## config.mk

```make
export PLATFORM = sky130hd
export DESIGN_NAME = obu_sequence_header_finder
export DESIGN_NICKNAME = d
export VERILOG_FILES = /design/src/rtl/obu_shf_pkg.sv /design/src/rtl/obu_sequence_header_finder.sv
export SDC_FILE = /design/constraint.sdc
export NUM_CORES = 1
export LEC_CHECK = 0
export ABC_AREA = 1
export CAP_MARGIN = 20
export CORE_MARGIN = 3
export CORE_UTILIZATION = 60
export CTS_BUF_LIST = sky130_fd_sc_hd__clkbuf_8
export DETAILED_ROUTE_END_ITERATION = 7
export DONT_BUFFER_PORTS = 1
export PLACE_DENSITY_LB_ADDON = 0.1
export SYNTH_ARGS = -nofsm -noshare
export SYNTH_HDL_FRONTEND = slang
export SYNTH_SLANG_ARGS = --single-unit
```

## constraint.sdc

```tcl
create_clock -name clk -period 3.74 [get_ports clk]
set_input_delay 0.187 -clock clk [delete_from_list [all_inputs] [get_ports clk]]
set_output_delay 0.187 -clock clk [all_outputs]
set_load 0.01 [all_outputs]
```

## src/rtl/obu_shf_pkg.sv

```systemverilog
// ----------------------------------------------------------------------------
// obu_shf_pkg
// Shared types and constants for the OBU sequence header finder: parse
// phases, result cause codes and the fixed field widths.
// ----------------------------------------------------------------------------
package obu_shf_pkg;

  // Default sizing of the buffer position counter and the LEB128 size field
  localparam longint unsigned MAX_BUFFER_BYTES_DEF = 64'd16777216;
  localparam int unsigned     MAX_SIZE_BYTES_DEF   = 8;

  // Fixed result field widths
  localparam int unsigned START_W = 24;
  localparam int unsigned TOTAL_W = 57;
  localparam int unsigned HLEN_W  = 2;

  // Header length values
  localparam logic [HLEN_W-1:0] HLEN_PLAIN = 2'd1;
  localparam logic [HLEN_W-1:0] HLEN_EXT   = 2'd2;

  // OBU type of a sequence header
  localparam logic [3:0] OBU_SEQ_HEADER = 4'd1;

  // Parse phase of the byte scanner
  typedef enum logic [2:0] {
    PH_HEADER     = 3'd0,
    PH_EXT        = 3'd1,
    PH_SIZE       = 3'd2,
    PH_SKIP       = 3'd3,
    PH_RUN        = 3'd4,
    PH_DRAIN_NONE = 3'd5,
    PH_DONE       = 3'd6
  } phase_t;

  // Result cause codes
  typedef enum logic [1:0] {
    CAUSE_FOUND     = 2'd0,
    CAUSE_NONE      = 2'd1,
    CAUSE_FORBIDDEN = 2'd2,
    CAUSE_TRUNCATED = 2'd3
  } cause_t;

endpackage

```

## src/rtl/obu_sequence_header_finder.sv

```systemverilog
// ----------------------------------------------------------------------------
// obu_sequence_header_finder
// Scans a buffer of AV1 OBUs one byte per transfer, decodes each OBU header
// and LEB128 size, skips payloads and reports the first sequence header OBU.
// ----------------------------------------------------------------------------
// Latency: a result is shown in the cycle after the byte transfer that
//   completes it (one register between the byte and the result port).
// Throughput: one byte per cycle; the parse state updates in a single pass.
//   A waiting result holds the byte channel until its own transfer cycle.
// Reset: clears the parse state to "expect OBU header" at position zero and
//   empties the result register. The state also returns there after a last byte.
module obu_sequence_header_finder
  import obu_shf_pkg::*;
#(
  parameter longint unsigned MAX_BUFFER_BYTES = MAX_BUFFER_BYTES_DEF,
  parameter int unsigned     MAX_SIZE_BYTES   = MAX_SIZE_BYTES_DEF
) (
  input  logic               clk,
  input  logic               rst,
  // byte channel
  input  logic               in_valid,
  output logic               in_ready,
  input  logic [7:0]         data_byte,
  input  logic               last_byte,
  // result channel
  output logic               out_valid,
  input  logic               out_ready,
  output logic               found,
  output logic [1:0]         cause,
  output logic [START_W-1:0] start_offset,
  output logic [TOTAL_W-1:0] total_length
);

  localparam int unsigned POS_W = $clog2(MAX_BUFFER_BYTES);
  localparam int unsigned ACC_W = 7 * MAX_SIZE_BYTES;
  localparam int unsigned CNT_W = $clog2(MAX_SIZE_BYTES + 1);
  localparam logic [POS_W:0]   POS_MOD  = (POS_W + 1)'(MAX_BUFFER_BYTES);
  localparam logic [POS_W-1:0] POS_LAST = POS_W'(MAX_BUFFER_BYTES - 64'd1);
  localparam logic [CNT_W-1:0] CNT_MAX  = CNT_W'(MAX_SIZE_BYTES);

  // Parse state registers
  phase_t             phase, phase_next;
  logic [POS_W-1:0]   pos, pos_next;
  logic [POS_W-1:0]   obu_start, obu_start_next;
  logic               target_seen, target_seen_next;
  logic               size_seen, size_seen_next;
  logic [HLEN_W-1:0]  hdr_len, hdr_len_next;
  logic [ACC_W-1:0]   size_acc, size_acc_next;
  logic [CNT_W-1:0]   size_cnt, size_cnt_next;
  logic [TOTAL_W-1:0] remaining, remaining_next;

  // Result of the current byte
  logic               res_fire;
  logic               res_found;
  cause_t             res_cause;
  logic [POS_W-1:0]   res_start;
  logic [TOTAL_W-1:0] res_total;

  logic               in_fire;
  logic               size_done;
  logic [POS_W:0]     run_diff;
  logic [TOTAL_W-1:0] run_len;
  logic [31:0]        res_start_wide;

  assign in_ready = !out_valid || out_ready;
  assign in_fire  = in_valid && in_ready;

  // Next parse state and result for one byte
  always_comb begin
    phase_next       = phase;
    obu_start_next   = obu_start;
    target_seen_next = target_seen;
    size_seen_next   = size_seen;
    hdr_len_next     = hdr_len;
    size_acc_next    = size_acc;
    size_cnt_next    = size_cnt;
    remaining_next   = remaining;
    pos_next         = (pos == POS_LAST) ? '0 : pos + 1'b1;
    res_fire         = 1'b0;
    res_found        = 1'b0;
    res_cause        = CAUSE_NONE;
    res_start        = '0;
    res_total        = '0;
    size_done        = 1'b0;
    run_diff         = '0;
    run_len          = '0;

    case (phase)
      PH_HEADER: begin
        obu_start_next = pos;
        if (data_byte[7]) begin
          res_fire   = 1'b1;
          res_cause  = CAUSE_FORBIDDEN;
          phase_next = PH_DONE;
        end else begin
          target_seen_next = (data_byte[6:3] == OBU_SEQ_HEADER);
          size_seen_next   = data_byte[1];
          if (data_byte[2]) begin
            hdr_len_next = HLEN_EXT;
            phase_next   = PH_EXT;
          end else begin
            hdr_len_next = HLEN_PLAIN;
            if (data_byte[1]) begin
              size_acc_next = '0;
              size_cnt_next = '0;
              phase_next    = PH_SIZE;
            end else if (data_byte[6:3] == OBU_SEQ_HEADER) begin
              phase_next = PH_RUN;
            end else begin
              phase_next = PH_DRAIN_NONE;
            end
          end
        end
      end
      PH_EXT: begin
        if (size_seen) begin
          size_acc_next = '0;
          size_cnt_next = '0;
          phase_next    = PH_SIZE;
        end else if (target_seen) begin
          phase_next = PH_RUN;
        end else begin
          phase_next = PH_DRAIN_NONE;
        end
      end
      PH_SIZE: begin
        // OR the seven payload bits into the lane picked by the byte count
        for (int i = 0; i < MAX_SIZE_BYTES; i++) begin
          if (size_cnt == CNT_W'(i)) begin
            size_acc_next[7*i +: 7] = size_acc[7*i +: 7] | data_byte[6:0];
          end
        end
        size_cnt_next = size_cnt + 1'b1;
        size_done     = !data_byte[7] || (size_cnt_next >= CNT_MAX);
        if (size_done) begin
          if (target_seen) begin
            res_fire   = 1'b1;
            res_found  = 1'b1;
            res_cause  = CAUSE_FOUND;
            res_start  = obu_start;
            res_total  = TOTAL_W'(hdr_len) + TOTAL_W'(size_cnt_next)
                         + TOTAL_W'(size_acc_next);
            phase_next = PH_DONE;
          end else begin
            remaining_next = TOTAL_W'(size_acc_next);
            phase_next     = (size_acc_next != '0) ? PH_SKIP : PH_HEADER;
          end
        end
      end
      PH_SKIP: begin
        remaining_next = remaining - 1'b1;
        if (remaining == TOTAL_W'(1)) begin
          phase_next = PH_HEADER;
        end
      end
      default: begin
      end
    endcase

    // Length of an unsized OBU up to this byte, wrapping with the position
    if (pos >= obu_start_next) begin
      run_diff = {1'b0, pos} - {1'b0, obu_start_next};
    end else begin
      run_diff = {1'b0, pos} + POS_MOD - {1'b0, obu_start_next};
    end
    run_len = TOTAL_W'(run_diff) + TOTAL_W'(1);

    // Close the buffer on its last byte and return to the reset state
    if (last_byte) begin
      if (!res_fire) begin
        case (phase_next)
          PH_RUN: begin
            res_fire  = 1'b1;
            res_found = 1'b1;
            res_cause = CAUSE_FOUND;
            res_start = obu_start_next;
            res_total = run_len;
          end
          PH_EXT, PH_SIZE: begin
            res_fire  = 1'b1;
            res_cause = CAUSE_TRUNCATED;
          end
          PH_DONE: begin
          end
          default: begin
            res_fire  = 1'b1;
            res_cause = CAUSE_NONE;
          end
        endcase
      end
      phase_next       = PH_HEADER;
      pos_next         = '0;
      obu_start_next   = '0;
      target_seen_next = 1'b0;
      size_seen_next   = 1'b0;
      hdr_len_next     = '0;
      size_acc_next    = '0;
      size_cnt_next    = '0;
      remaining_next   = '0;
    end
  end

  // Parse state register
  always_ff @(posedge clk) begin
    if (rst) begin
      phase       <= PH_HEADER;
      pos         <= '0;
      obu_start   <= '0;
      target_seen <= 1'b0;
      size_seen   <= 1'b0;
      hdr_len     <= '0;
      size_acc    <= '0;
      size_cnt    <= '0;
      remaining   <= '0;
    end else if (in_fire) begin
      phase       <= phase_next;
      pos         <= pos_next;
      obu_start   <= obu_start_next;
      target_seen <= target_seen_next;
      size_seen   <= size_seen_next;
      hdr_len     <= hdr_len_next;
      size_acc    <= size_acc_next;
      size_cnt    <= size_cnt_next;
      remaining   <= remaining_next;
    end
  end

  assign res_start_wide = 32'(res_start);

  // Result register: load on a byte that completes a result, drop on transfer
  always_ff @(posedge clk) begin
    if (rst) begin
      out_valid <= 1'b0;
    end else if (in_fire) begin
      out_valid <= res_fire;
    end else if (out_ready) begin
      out_valid <= 1'b0;
    end
  end

  always_ff @(posedge clk) begin
    if (in_fire && res_fire) begin
      found        <= res_found;
      cause        <= res_cause;
      start_offset <= res_start_wide[START_W-1:0];
      total_length <= res_total;
    end
  end

  // A shown result is self-consistent
  assert property (@(posedge clk) disable iff (rst)
    out_valid |-> (found == (cause == CAUSE_FOUND)))
    else $error("found flag disagrees with cause code");

  assert property (@(posedge clk) disable iff (rst)
    (out_valid && !found) |-> (start_offset == '0 && total_length == '0))
    else $error("failed result carries offset or length");

  // The last byte of a buffer returns the scanner to its start
  assert property (@(posedge clk) disable iff (rst)
    (in_fire && last_byte) |=> (phase == PH_HEADER && pos == '0))
    else $error("scanner not restarted after last byte");

  // Payload skipping never sits on an empty count
  assert property (@(posedge clk) disable iff (rst)
    (phase == PH_SKIP) |-> (remaining != '0))
    else $error("skip phase with no payload left");

  // A waiting result is not overwritten by a new byte
  assert property (@(posedge clk) disable iff (rst)
    (out_valid && !out_ready) |-> !in_ready)
    else $error("byte taken while result stalled");

endmodule

```

==> results of run 1 <==
==> path summary, 6_finish.rpt <==
| check | from | to | slack, ns |
|---|---|---|---|
| max | size_cnt[0]$_SDFFE_PP0P_ | total_length[53]$_DFFE_PP_ | 0.05 |
| min | data_byte[7] | hdr_len[0]$_SDFFE_PP0P_ | 0.03 |
| max reg2reg | size_cnt[0]$_SDFFE_PP0P_ | total_length[53]$_DFFE_PP_ | 0.05 |
| min reg2reg | size_acc[23]$_SDFFE_PP0P_ | size_acc[23]$_SDFFE_PP0P_ | 0.46 |
==> power by group <==
group | total (mW) | internal (mW) | switching, mW
sequential | 3.18 | 3.06 | 0.115
clock | 2.76 | 1.54 | 1.22
combinational | 1.90 | 0.602 | 1.30
==> registers in the layout (all words and copies together), names as in the netlist <==
| register | cells |
|---|---|
| remaining | 57 |
| total_length | 57 |
| size_acc | 56 |
| obu_start | 24 |
| pos | 24 |
| start_offset | 24 |
| size_cnt | 4 |
| phase | 3 |
| cause | 2 |
| hdr_len | 2 |
| found | 1 |
| out_valid | 1 |
| size_seen | 1 |
| target_seen | 1 |
==> metrics by stage <==
step,cells,hold WS [ns]
6_report,2967,0.0273
2_1_floorplan,2483,0.330
5_1_grt,2967,0.0133
4_1_cts,2962,0.00197
3_3_place_gp,2871,0.270
3_5_place_dp,2871,0.272
==> cell usage in the layout, fill, tap and decap left out, types with 6 or more instances in the layout <==
cell and count:
sky130_fd_sc_hd__or2_2 10, sky130_fd_sc_hd__nor4_1 11, sky130_fd_sc_hd__nor3_2 6, sky130_fd_sc_hd__clkbuf_8 55, sky130_fd_sc_hd__nor3_1 41, sky130_fd_sc_hd__o22ai_1 16
sky130_fd_sc_hd__a221oi_1 6, sky130_fd_sc_hd__nand3b_1 6, sky130_fd_sc_hd__ha_1 19, sky130_fd_sc_hd__nand2_2 25, sky130_fd_sc_hd__nand2_1 515, sky130_fd_sc_hd__dlygate4sd3_1 9
sky130_fd_sc_hd__inv_2 18, sky130_fd_sc_hd__edfxtp_1 84, sky130_fd_sc_hd__nor2_1 263, sky130_fd_sc_hd__nand2_4 7, sky130_fd_sc_hd__a2bb2oi_1 8, sky130_fd_sc_hd__o21ai_1 42
sky130_fd_sc_hd__nand3_1 114, sky130_fd_sc_hd__nand3_2 28, sky130_fd_sc_hd__clkinv_2 6, sky130_fd_sc_hd__nor2_4 16, sky130_fd_sc_hd__a31oi_1 7, sky130_fd_sc_hd__nand4_1 35
sky130_fd_sc_hd__inv_1 353, sky130_fd_sc_hd__o21a_1 7, sky130_fd_sc_hd__xnor2_1 7, sky130_fd_sc_hd__a211oi_1 64, sky130_fd_sc_hd__o21ai_0 171, sky130_fd_sc_hd__o211ai_1 21
sky130_fd_sc_hd__dfxtp_1 171, sky130_fd_sc_hd__xor2_1 16, sky130_fd_sc_hd__o21ai_2 8, sky130_fd_sc_hd__a21oi_1 216, sky130_fd_sc_hd__nor2_2 19, sky130_fd_sc_hd__buf_4 105
==> timing repair <==
item / CTS / global route
hold buffers: 10 / 0
endpoints found under the setup margin: 4 / 112
gates resized for setup: 4 / 54
setup buffers: 0 / 6
endpoints found under the hold margin: 153 / 0
pin swaps: 4 / 20
==> kinds of logic (layout without fill, tap and decap cells) <==
| kind of cell | after synthesis | in the layout | share of synthesized area (%) |
|---|---|---|---|
| XOR/XNOR | 25 | 25 | 1.41 |
| buffers and inverters | 448 | 560 | 10.2 |
| flip-flops | 257 | 257 | 35.4 |
| adder cells (fa/ha/maj) | 27 | 27 | 2.13 |
| AND/OR/NAND/NOR | 1119 | 1119 | 30.1 |
| AO/OA/AOI/OAI | 607 | 607 | 20.7 |
==> per-layer routing <==
layer	vias up	part of all wire (%)
met2	1021	41
li1	8485	-
met3	98	14
met1	8156	43
met4	4	2.2
met5	-	0.17
==> tightest hold or removal path, cell delays in order <==
cell	delay [ns]
sky130_fd_sc_hd__o21ai_0	0.06
sky130_fd_sc_hd__nand2_1	0.12
sky130_fd_sc_hd__nand2_1	0.06
sky130_fd_sc_hd__a21oi_1	0.12
==> final cells by class <==
class | count | share of cell area, %
sequential | 257 | 31.3
clock inverter | 26 | 0.999
multi-input combinational | 1778 | 49.2
tap | 372 | 2.43
timing repair buffer | 119 | 5.05
inverter | 360 | 7.07
clock buffer | 55 | 3.95
==> summary by stage, run 1 <==
Layout
The multi-input combinational cell area is 9430 um^2. In the final layout, flip-flops and latches occupy 5990 um^2. The post-layout instance area is 19,200 um^2.

From synthesis to final layout, the design area changed by 13.4%. Counting the fill cells in the layout gives 2,406. In the final layout, the share of cells above drive strength 1 is 13.3%. The post-layout net count is 2,600.

At the end of the flow the core is filled with cells to 70.1%. The antenna diode count is 0.

Logic synthesis
The total standard cell area after synthesis is 16,900 um^2. The number of different library cells used by synthesis comes to 63. Summed over all instances, the cell type with the most area after synthesis is sky130_fd_sc_hd__dfxtp_1. In the synthesized netlist, the number of instances is 2,483.

The number of warning messages in the yosys log is 0. Yosys mapped a number of flops with a built-in enable equal to 84. The net count of the mapped netlist is 2,523. sky130_fd_sc_hd__nand2_1 is the most common cell in the netlist. Among all flip-flop cells after synthesis, the most frequent one is sky130_fd_sc_hd__dfxtp_1. The post-synthesis async set-or-reset flop share is 0%. The portion of synthesized cell area occupied by the leading cell type is 20.5%. By count the netlist is led by 523 x sky130_fd_sc_hd__nand2_1, 345 x sky130_fd_sc_hd__inv_1, 270 x sky130_fd_sc_hd__nor2_1. The portion of the post-synthesis area used by sequential elements is 35.4%. Synthesis inferred 257 register bits. After synthesis, the cell types taking the most area are sky130_fd_sc_hd__dfxtp_1 21%, sky130_fd_sc_hd__edfxtp_1 15%, sky130_fd_sc_hd__nand2_1 12%, sky130_fd_sc_hd__inv_1 7.7%, sky130_fd_sc_hd__a21oi_1 6.5%. The post-synthesis area per instance is 6.80 um^2.

Global route
The number of antenna violations at the first check in global routing was 1. Global routing consumed, on the met3 layer, 11.0% of the routing resources. For met1 alone, demand over resource in global routing was 51.9%.

The total grt overflow is 0. Global routing used 49.1% of the available met2 tracks. The first global-routing pass estimated 85,200 um of wire. The maximum number of pins on one net before global-route repair is 146. The layer carrying the most global-route usage is met1. The via count of the first global-routing pass is 15,690. The global router's overall resource usage is 34.9%.

Clocking
The clock buffer count from CTS is 44. The clock network latency to the later pin of the worst-skew pair is 0.57 ns. The root buffer cell is sky130_fd_sc_hd__clkbuf_8. Clock-pin slew was measured on the worst setup and hold paths at 0.06 ns.

The maximum number of buffers from clock root to sink is 3. Counting every sink on the clock net gives 257. The H-tree generated during clock tree synthesis spans 2 levels. TritonCTS built the clock tree.

Route
The total iterations of the first detailed-routing run is 6. The number of design-rule violations left by the first detailed-router iteration is 2,668. The remaining antenna violation count after routing is 0. The final route contains 17,764 vias. The sum of routed wire length over all layers is 55,000 um. In the final routed layout, each cell accounts on average for 18.5 um. The final routed DRC violation total is 0. The via-per-instance ratio is 5.99.

Setup path
The most frequent cell on the critical path is sky130_fd_sc_hd__inv_2. The largest fanout on the critical path is 3. The critical path contains buffers and inverters numbering 6 combined.

Data on the critical path arrives at its endpoint at 4.02 ns. The kind of launch point of the worst setup path is a flip-flop. The critical path in this run is classified as reg -> reg. At the worst endpoint, the required time is 4.07 ns. The biggest cell delay along the critical path is 0.42 ns. Traced cell by cell, the critical path runs through inv_2 -> ha_4 -> nand2_4 -> o21ai_4 -> inv_2 -> fa_1 -> inv_1 -> ha_2 -> inv_2 -> fa_2 -> inv_2 -> a21oi_2 -> o21ai_2 -> nand4_2 -> nor2_4 -> nand2_2 -> nor2_4 -> nand2_2 -> inv_2 -> nand2_4 -> nor3_4 -> nand3_2 -> o21a_1. The worst setup path is captured at a flip-flop. The worst register-to-register path has a depth of 23.

The critical path crosses 23 cells after its start point. Among all stages on the critical path, the largest delay is contributed by sky130_fd_sc_hd__fa_1. The largest delay contributor family on the critical path is simple AND/OR/NAND/NOR gates.

Power
IR analysis of the VDD net gives a maximum drop of 0.441 mV. The leakage dissipation is 7.88 nW. For this design the ratio of total power to cell area is 409 nW/um^2. The total power is 7.83 mW.

Die
The total core area is 27,300 um^2. The die is 174 um tall. The initial cell density of the core is 61.8%. The die footprint is 30,200 um^2. The width of the die is 174 um. The top-level I/O count is 99. The number of core rows is 60.

Timing
The post-route worst setup slack is 0.0469 ns. In the finished design, the share of the clock period the worst path needs comes to 98.7%. Static timing analysis puts the maximum clock frequency at 0.271 GHz. Setup violations remaining at the end of the flow were counted as 0. The number of hold violations in the final report is 0.

Setup repair after global routing could not meet its margin everywhere. In this run the tightest slew margin relative to its limit is 44.4%. For the pin with the worst max-slew slack, the measured transition is 0.832 ns.

The setup TNS after final layout is 0 ns. The count of pins over their slew limit was 0. For the finished layout, the period the worst path requires is 3.69 ns. The post-route clock skew is 0.0221 ns.

Hold path
The number of cells traversed by the worst hold path is 4. The class of the tightest hold or removal check is in -> reg.

Place
The routability-driven placement congestion ratio is 1.02. In this run the cell area measured after placement is 17,800 um^2. The HPWL after detailed placement is 39,700 um.

The count of buffers from port buffering is 0. The worst slack at placement is -0.0703 ns.

Run status
The run finished with clean final reports.

Run
The total of max-cap violations is 0.
Note: power is estimated with default switching activity, not from simulation.
==> inputs of run 2 (changes only) <==
CELL_PAD_IN_SITES_DETAIL_PLACEMENT = 0   (was default)
CELL_PAD_IN_SITES_GLOBAL_PLACEMENT = 1   (was default)
CORE_UTILIZATION = 44   (was 60)
SKIP_LAST_GASP = 1   (was default)
==> summary by stage, run 2 (synthesized netlist as in run 1, its figures left out) <==
Route
The post-detailed-route wirelength per cell is 18.9 um. The via-per-instance ratio is 5.45. The sum of routed wire length over all layers is 59,200 um. The remaining antenna violation count after routing is 0. Detailed routing inserted a total of 17,119 vias.

The detailed router finished its first iteration with 999 violations. The first detailed-routing pass ran for 6 iterations. The final routed DRC violation total is 0.

Clocking
The clock network latency to the later pin of the worst-skew pair is 0.64 ns. The cell sitting at the root of the clock tree is a sky130_fd_sc_hd__clkbuf_8. The maximum number of buffers from clock root to sink is 3. The clock tree from TritonCTS is yes. The number of levels in the clock H-tree is 2. TritonCTS created 49 clock buffers. The register clock-pin slew on the reported worst setup and hold paths is 0.06 ns. The tree built by TritonCTS fans out to 257 sinks.

Timing
The post-route clock skew is 0.0292 ns. Setup violations remaining at the end of the flow were counted as 0. The count of pins over their slew limit is 0. The highest achievable clock rate is 0.268 GHz. The number of hold violations in the final report was 0. The worst max-slew margin expressed relative to the limit is 43.7%.

The minimum period implied by the final worst setup slack is 3.73 ns. The final critical path takes up 99.6% of the cycle. For the pin with the worst max-slew slack, the measured transition is 0.843 ns. Setup repair after global routing could not meet its margin everywhere.

Setup path
The worst setup slack for register-to-register paths is 0.01 ns. For the worst setup path, the data arrival time is 4.13 ns. The worst path required time is 4.14 ns. The worst register-to-register path begins at size_cnt[1]$_SDFFE_PP0P_. In this run the critical register-to-register path is captured at total_length[55]$_DFFE_PP_. The worst setup path startpoint is size_cnt[1]$_SDFFE_PP0P_. The kind of launch point of the worst setup path is a flip-flop. In this run the worst path has a maximum fanout of 3. The critical path in this run is classified as reg -> reg. Counting cells, the worst reg-to-reg path comes to 22.

The capturing instance or port of the critical path is total_length[55]$_DFFE_PP_. The endpoint class of the critical path is a flip-flop.

Die
The top-level I/O count is 99. From left edge to right edge, the die measures 202 um. The total core area is 37,800 um^2. The die footprint is 40,800 um^2. The height of the die is 202 um. The initial cell density of the core is 44.7%. The number of core rows is 71.

Power
Across the VDD grid, the largest voltage drop is 0.461 mV. Combinational logic is responsible for 23.6% of the overall power. The analysis attributes to cell leakage a power of 8.07 nW.

The total power is 8.14 mW. The net switching fraction of the power is 33.2%. The proportion of power drawn by the clock network is 37.4%. Internal power comes to 5.44 mW. The sequential group share of total power is 39.0%.

The switching power is 2.70 mW. The total power per unit cell area is 413 nW/um^2.

Global route
The via count of the first global-routing pass is 16,495. The first global-routing pass estimated 92,600 um of wire. The number of antenna violations at the first check in global routing is 1. The global router's overall resource usage is 28.7%. Summed over all layers, the global routing overflow is 0. Entering global routing, the biggest net connects 146 pins.

Layout
The top cell types in the final layout, fill and taps aside, are 514 x sky130_fd_sc_hd__nand2_1, 353 x sky130_fd_sc_hd__inv_1, 258 x sky130_fd_sc_hd__nor2_1. The layout overhead on the synthesized area is 16.6%. The ratio of cells with drive above 1 in the final layout is 14.6%. The number of filler cells placed in the layout is 3,803. In the final layout, the registers with the most flip-flops are remaining (57), total_length (57), size_acc (56). The most common library cell in the layout ignoring fill and taps is sky130_fd_sc_hd__nand2_1. For this run, the post-layout net count is 2,629. Once layout is done, the placed cells without fillers occupy 19,700 um^2. The antenna diode count is 0.

Place
Once placement finished, the instance area stood at 18,200 um^2. The routability-driven placement congestion ratio is 0.943. Buffers placed on the I/O ports in this run total 0. The HPWL after detailed placement is 43,900 um.

Run
The total of max-cap violations is 0.

Hold path
The worst hold path startpoint is rst. The class of the tightest hold or removal check is in -> reg.

Run status
The run finished with clean final reports.
-- run 2: cell types whose count changed in the layout (fill, tap and decap cells not counted), sizes merged --
cell / change
clkinv: -1
bufinv: +2
buf: +24
clkbuf: +3
inv: +3
clkinvlp: +2
-- run 2: worst max-delay path, stage by stage, from the launching register on --
cell                      delay [ns]
sky130_fd_sc_hd__dfxtp_2        0.32
sky130_fd_sc_hd__inv_2          0.07
sky130_fd_sc_hd__ha_4           0.14
sky130_fd_sc_hd__nand2_4        0.05
sky130_fd_sc_hd__o21ai_4        0.13
sky130_fd_sc_hd__inv_2          0.06
sky130_fd_sc_hd__fa_1           0.47
sky130_fd_sc_hd__inv_2          0.08
sky130_fd_sc_hd__ha_4           0.13
sky130_fd_sc_hd__inv_2          0.04
sky130_fd_sc_hd__fa_2           0.34
sky130_fd_sc_hd__inv_2          0.07
sky130_fd_sc_hd__a21oi_2        0.05
sky130_fd_sc_hd__o21ai_2        0.17
sky130_fd_sc_hd__nand4_2        0.15
sky130_fd_sc_hd__nor2_4         0.20
sky130_fd_sc_hd__nand4_1        0.16
sky130_fd_sc_hd__nor3_2         0.29
sky130_fd_sc_hd__nand3_2        0.14
sky130_fd_sc_hd__nor2_2         0.14
sky130_fd_sc_hd__nand4_1        0.10
sky130_fd_sc_hd__nor2_1         0.13
sky130_fd_sc_hd__nor2_1         0.05
-- run 2: routing by layer --
metal	GRT usage (%)	vias to the layer above	share of wire (%)	wire length [um]
met5	0	-	0.022	13
met4	14.5	2	5.4	3230
met3	4.56	147	4.5	2690
met2	50.9	452	50	29400
met1	33.6	7977	40	23900
li1	-	8541	-	-
-- run 2: repair_timing --
| action | 4_1_cts | 5_1_grt |
|---|---|---|
| hold buffers | 10 | 0 |
| pin swaps | 12 | 35 |
| hold endpoints to repair | 154 | 0 |
| resized for setup | 15 | 52 |
| buffers inserted | 5 | 10 |
| setup endpoints to repair | 17 | 41 |
-- run 2: worst min-delay path by stage --
stage / end / slack (ns) / cells past startpoint
floorplan: hdr_len[1]$_SDFFE_PP0P_ / 0.33 / 2
global placement: out_valid$_SDFFE_PP0P_ / 0.27 / 1
detailed placement: out_valid$_SDFFE_PP0P_ / 0.27 / 1
CTS: phase[2]$_SDFFE_PP0P_ / 0.01 / 5
global route: phase[0]$_SDFFE_PP0P_ / 0.07 / 3
finish: remaining[6]$_SDFFE_PP0P_ / 0.03 / 2
-- run 2: through the flow --
stage	setup slack [ns]	TNS [ns]	hold slack, ns	cells	util (%)
final	0.0135	0	0.0258	3139	52.2
after detailed placement	-0.201	-1.36	0.267	3025	48.1
after floorplan	0.0156	0	0.330	2483	-
after global placement	-0.132	-0.519	0.268	3025	48.1
after global routing	-0.190	-1.31	0.0652	3139	52.2
after CTS	-0.0587	-0.119	0.00954	3130	51.4
-- run 2: power groups by stage --
stage	clock network (mW)	registers (mW)	logic (mW)
floorplan	0	3.21	1.21
global placement	0	3.23	1.79
detailed placement	0	3.23	1.80
CTS	3.12	3.18	1.87
global route	3.26	3.19	2.14
finish	3.05	3.18	1.92
-- run 2: layout make-up --
cell class	count	area, um^2	share of cell area [%]
clock inverters	32	270	1.37
repair buffers	143	1180	5.98
well taps	511	639	3.25
flip-flops and latches	257	5990	30.4
multi-input cells	1778	9470	48.1
clock buffers	58	798	4.05
inverters	360	1360	6.88
